===== src/rtl/core/pip_pkg.sv =====
// Shared constants, types and state codes of the point-in-polygon blob finder.
package pip_pkg;

  localparam int MAX_BLOBS  = 8;
  localparam int MAX_VERTS  = 256;
  localparam int COORD_BITS = 16;

  localparam int BLOB_IDX_BITS = (MAX_BLOBS > 1) ? $clog2(MAX_BLOBS) : 1;
  localparam int BLOB_CNT_BITS = $clog2(MAX_BLOBS + 1);
  localparam int VERT_BITS     = (MAX_VERTS > 1) ? $clog2(MAX_VERTS) : 1;
  localparam int CNT_BITS      = $clog2(MAX_VERTS + 1);
  localparam int VTX_DEPTH     = MAX_BLOBS * MAX_VERTS;
  localparam int ADDR_BITS     = $clog2(VTX_DEPTH);
  localparam int DIFF_BITS     = COORD_BITS + 1;
  localparam int PROD_BITS     = 2 * DIFF_BITS;

  localparam int CFG_BITS       = 4;
  localparam int SLOT_BLOB_BITS = 3;
  localparam int SLOT_VERT_BITS = 8;

  localparam logic KIND_LOAD  = 1'b0;
  localparam logic KIND_QUERY = 1'b1;

  typedef enum logic [2:0] {
    ST_IDLE,
    ST_NEXT,
    ST_PRIME,
    ST_WALK,
    ST_DRAIN,
    ST_FINISH
  } pip_state_e;

  // Control from the sequencer to the edge pipeline.
  typedef struct packed {
    logic data_valid;
    logic prime;
    logic clear;
  } pip_edge_ctl_t;

  // Status from the edge pipeline back to the sequencer.
  typedef struct packed {
    logic busy;
    logic hit;
  } pip_edge_sts_t;

endpackage


===== src/rtl/core/pip_edge_pipe.sv =====
// Edge crossing pipeline: differences, cross products, compare and parity toggle.
module pip_edge_pipe (
  input  logic                                  clk_i,
  input  logic                                  rst_ni,
  input  pip_pkg::pip_edge_ctl_t                ctl_i,
  input  logic signed [pip_pkg::COORD_BITS-1:0] vtx_x_i,
  input  logic signed [pip_pkg::COORD_BITS-1:0] vtx_y_i,
  input  logic signed [pip_pkg::COORD_BITS-1:0] pt_x_i,
  input  logic signed [pip_pkg::COORD_BITS-1:0] pt_y_i,
  output pip_pkg::pip_edge_sts_t                sts_o
);

  logic signed [pip_pkg::COORD_BITS-1:0] prev_x_q, prev_y_q;

  logic                                  straddle;
  logic signed [pip_pkg::DIFF_BITS-1:0]  dy_d, dxp_d, dxe_d, dyp_d;

  logic                                  s1_v_q;
  logic                                  s1_dy_pos_q;
  logic signed [pip_pkg::DIFF_BITS-1:0]  s1_dy_q, s1_dxp_q, s1_dxe_q, s1_dyp_q;

  logic                                  s2_v_q;
  logic                                  s2_dy_pos_q;
  logic signed [pip_pkg::PROD_BITS-1:0]  s2_lhs_q, s2_rhs_q;
  logic signed [pip_pkg::PROD_BITS-1:0]  lhs_d, rhs_d;

  logic                                  left;
  logic                                  inside_q;

  // Current vertex i comes from memory, previous vertex j is held here.
  assign straddle = ((vtx_y_i <= pt_y_i) && (pt_y_i < prev_y_q)) ||
                    ((prev_y_q <= pt_y_i) && (pt_y_i < vtx_y_i));
  assign dy_d  = pip_pkg::DIFF_BITS'(prev_y_q) - pip_pkg::DIFF_BITS'(vtx_y_i);
  assign dxp_d = pip_pkg::DIFF_BITS'(pt_x_i)   - pip_pkg::DIFF_BITS'(vtx_x_i);
  assign dxe_d = pip_pkg::DIFF_BITS'(prev_x_q) - pip_pkg::DIFF_BITS'(vtx_x_i);
  assign dyp_d = pip_pkg::DIFF_BITS'(pt_y_i)   - pip_pkg::DIFF_BITS'(vtx_y_i);

  assign lhs_d = pip_pkg::PROD_BITS'(s1_dxp_q) * pip_pkg::PROD_BITS'(s1_dy_q);
  assign rhs_d = pip_pkg::PROD_BITS'(s1_dxe_q) * pip_pkg::PROD_BITS'(s1_dyp_q);

  assign left = s2_dy_pos_q ? (s2_lhs_q < s2_rhs_q) : (s2_lhs_q > s2_rhs_q);

  always_ff @(posedge clk_i) begin
    if (ctl_i.data_valid) begin
      prev_x_q <= vtx_x_i;
      prev_y_q <= vtx_y_i;
    end
    s1_dy_q     <= dy_d;
    s1_dxp_q    <= dxp_d;
    s1_dxe_q    <= dxe_d;
    s1_dyp_q    <= dyp_d;
    s1_dy_pos_q <= (dy_d > 0);
    s2_lhs_q    <= lhs_d;
    s2_rhs_q    <= rhs_d;
    s2_dy_pos_q <= s1_dy_pos_q;
  end

  // Only straddling edges travel on; the rest can never toggle.
  always_ff @(posedge clk_i or negedge rst_ni) begin
    if (!rst_ni) begin
      s1_v_q   <= 1'b0;
      s2_v_q   <= 1'b0;
      inside_q <= 1'b0;
    end else begin
      s1_v_q <= ctl_i.data_valid && !ctl_i.prime && straddle;
      s2_v_q <= s1_v_q;
      if (ctl_i.clear) begin
        inside_q <= 1'b0;
      end else if (s2_v_q && left) begin
        inside_q <= !inside_q;
      end
    end
  end

  assign sts_o.busy = s1_v_q || s2_v_q;
  assign sts_o.hit  = inside_q;

endmodule


===== config.mk =====
export PLATFORM = sky130hd
export DESIGN_NAME = pip_edge_pipe
export DESIGN_NICKNAME = d
export VERILOG_FILES = /design/src/rtl/core/pip_pkg.sv /design/src/rtl/core/pip_edge_pipe.sv
export SDC_FILE = /design/constraint.sdc
export NUM_CORES = 2
export LEC_CHECK = 0
export ABC_AREA = 1
export BUFFER_PORTS_ARGS = -buffer_cell sky130_fd_sc_hd__buf_2
export CAP_MARGIN = 20
export CORE_MARGIN = 2
export CORE_UTILIZATION = 46
export CTS_BUF_LIST = sky130_fd_sc_hd__clkbuf_2 sky130_fd_sc_hd__clkbuf_4 sky130_fd_sc_hd__clkbuf_8
export CTS_CLUSTER_DIAMETER = 50
export DETAILED_ROUTE_END_ITERATION = 8
export GPL_ROUTABILITY_DRIVEN = 0
export SLEW_MARGIN = 40
export SYNTH_ARGS = -nofsm -noshare
export SYNTH_HDL_FRONTEND = slang
export SYNTH_SLANG_ARGS = --single-unit

===== constraint.sdc =====
create_clock -name clk_i -period 5.2 [get_ports clk_i]
set_input_delay 0.52 -clock clk_i [delete_from_list [all_inputs] [get_ports clk_i]]
set_output_delay 0.52 -clock clk_i [all_outputs]
set_load 0.005 [all_outputs]

==> impl_metrics.json <==
{
  "layout_commonest_cell": "inv_1",
  "status": "complete, but fails checks",
  "grt_start_max_net_pins": 34,
  "core_area_um2": 66900,
  "grt_overflow": 0,
  "synth_edf_count": 32,
  "grt_pass1_wl_um": 132000,
  "post-route-min-period_ps": 5490,
  "synth_warnings": 0,
  "startpoint_type": "flop",
  "cp.required_ps": 5660,
  "synth-xor-area-share_pct": 3.42,
  "crit_type": "flop to flop",
  "synth_area_per_cell_um2": 8.21,
  "cpMostUsedCell": "fa_1",
  "die_w_um": 263,
  "cts_tree": "built",
  "fmax_ghz": 0.182,
  "synth_cells": 3774,
  "drt_iter0_drc": 1222,
  "worst_slack_ps": -293,
  "wl_per_cell_um": 16.0,
  "muxShareOfSynthArea_pct": 0,
  "die_h_um": 263,
  "worst_pin_slew_ps": 836,
  "relSlewSlack_pct": 44.1,
  "postRouteAntennaNets": 0,
  "h-tree-depth": 4,
  "drive_above_1_share_pct": 24.0,
  "synth_top_family_by_area": "adder cells",
  "grt_pass1_vias": 25752,
  "setup_viol": 24,
  "clock_skew_ps": 24.3,
  "path_max_fanout": 8,
  "drc": 0,
  "grtUsageTotal_pct": 24.2,
  "path_clk_slew_ps": 120,
  "ios": 71,
  "final.setup.tns_ps": -2400,
  "die_area_um2": 69400,
  "area_growth_pct": 24.2,
  "grt_setup_unrepaired": "yes",
  "slowest_delay_ps": 720,
  "antenna_found_initial": 12,
  "cp_cell_sequence": "buf_12 > buf_8 > nand2_4 > fa_1 > inv_2 > fa_2 > buf_4 > fa_1 > fa_2 > fa_1 > inv_1 > fa_1 > inv_1 > ha_4 > nand2_2 > nor2_4 > inv_2 > nor3_4 > nand4_1 > nand2_1 > xor2_1",
  "synth_fp_nets": 4724,
  "dpl.hpwl_um": 68100,
  "slowest_stage": "fa_2",
  "start_util_pct": 46.3,
  "cts.sinks": 173,
  "cts_buffer_depth": 2,
  "final.fill_count": 5940,
  "routed_wirelength_um": 81400,
  "async_flop_share_pct": 1.73,
  "max-cap-violations": 0,
  "hold_violations": 0,
  "ys_types": 57,
  "clk_latency_ps": 560,
  "slew_violations": 0,
  "hold_class": "primary input to flop",
  "cp-end-kind": "flop",
  "layout_common_cells": "inv_1, nand2_1, fa_1",
  "synthAdderAreaFrac_pct": 50.0,
  "synth_compound_area_share_pct": 5.26,
  "vias": 24502,
  "synth-seq-cells": 173,
  "synth-simple-area-share_pct": 13.9,
  "violations": "setup timing",
  "fp-row-count": 95,
  "crit_arrival_ps": 5950,
  "fin_crit_sh_pct": 106,
  "dr.pass1.iters": 5,
  "cts_buffers": 17,
  "port_buffers": 70,
  "nets": 5135,
  "seq_area_frac_synth_pct": 12.3,
  "synth.cell_area_um2": 31000,
  "via_per_inst": 4.83,
  "root_buffer": "clkbuf_8",
  "synth-main-ff-cell": "dfxtp_1"
}
[worst paths after layout]
check / cells after the start / endpoint / startpoint / slack, ps
max: 21 / s2_lhs_q[29]$_DFF_P_ / s1_dxp_q[16]$_DFF_P_ / -290
min reg2reg: 0 / s2_v_q$_DFF_PN0_ / s1_v_q$_DFF_PN0_ / 400
max reg2reg: 21 / s2_lhs_q[29]$_DFF_P_ / s1_dxp_q[16]$_DFF_P_ / -290
min: 1 / prev_y_q[14]$_DFFE_PP_ / vtx_y_i[14] / 140
max in group asynchronous: 2 / s2_v_q$_DFF_PN0_ / rst_ni / 4800
min in group asynchronous: 2 / inside_q$_DFFE_PN0P_ / rst_ni / 290
[area by class of cell]
class / count / area (um^2) / area share (%)
Timing Repair Buffer: 528 / 4580 / 11.9
Multi-Input combinational cell: 2354 / 24200 / 63.0
Clock inverter: 15 / 214 / 0.556
Tap cell: 873 / 1090 / 2.84
Inverter: 1111 / 4170 / 10.9
Sequential cell: 173 / 3910 / 10.2
Clock buffer: 17 / 234 / 0.608
Antenna cell: 7 / 17.5 / 0.0455
[kinds of logic after synthesis]
| group | count (synthesis) |
|---|---|
| fa+ha+maj | 881 |
| flops | 173 |
| buf+inv | 1247 |
| compound gates | 272 |
| xor+xnor | 121 |
| simple gates | 1080 |
[critical path: cells and delay by family, from the launching register on]
family	cells	cell delay, ps
and+or+nand+nor	6	780
DFF	1	370
adders and majority gates	7	3360
xor gates and xnor gates	1	190
buffers and inverters	7	680
[flip-flops by register name, summed over array words and instances (netlist names)]
name,count
inside_q,1
prev_x_q,16
prev_y_q,16
s1_dxe_q,17
s1_dxp_q,17
s1_dy_pos_q,1
s1_dy_q,17
s1_dyp_q,17
s1_v_q,1
s2_dy_pos_q,1
s2_lhs_q,34
s2_rhs_q,34
s2_v_q,1
[synthesized netlist by cell type, drive strengths merged, types with 4 or more instances]
cell / instances / area, um^2
fa: 596 / 11900
nor2: 115 / 439
nor3: 12 / 65.1
edfxtp: 32 / 961
a21oi: 138 / 709
o21ai: 71 / 389
xnor2: 45 / 394
a21o: 18 / 135
xor2: 76 / 666
clkbuf: 134 / 503
a31oi: 4 / 25.0
or2: 11 / 68.8
nand3b: 5 / 37.5
o211ai: 4 / 35.0
ha: 285 / 3570
dfxtp: 138 / 2760
nand4: 20 / 125
inv: 1111 / 4170
a211oi: 5 / 37.5
nand2: 847 / 3180
nor4: 6 / 43.8
nand3: 59 / 300
a21boi: 7 / 67.6
o21bai: 8 / 78.8
[metal layers]
metal | up-vias | track usage, % | share of wire (%)
li1 | 11743 | - | -
met1 | 12095 | 31.7 | 43
met2 | 558 | 42.5 | 50
met3 | 96 | 3.48 | 5.4
met4 | 10 | 5.17 | 2.0
met5 | - | 0 | 0.060
[repair_timing]
action,in CTS,in global routing
gates cloned,1,4
hold buffers,1,0
endpoints found under the hold margin,3,0
pin swaps,154,213
resized for setup,331,248
setup endpoints to repair,37,42
buffers inserted,51,37
[per-stage QoR]
stage               instances  hold slack [ps]  utilization [%]  worst slack [ps]  instance area [um^2]
floorplan                3774              224                -             0.585                 31300
global placement         4956              318             52.8              -433                 35300
detailed placement       4956              320             52.8              -472                 35300
CTS                      5036             93.2             55.7              -228                 37300
global route             5073              103             57.5              -458                 38500
finish                   5078              143             57.5              -293                 38500
Power is left out: the tool's default activity adds up to more than one toggle a clock period on the data nets, which glitch-free logic cannot reach.
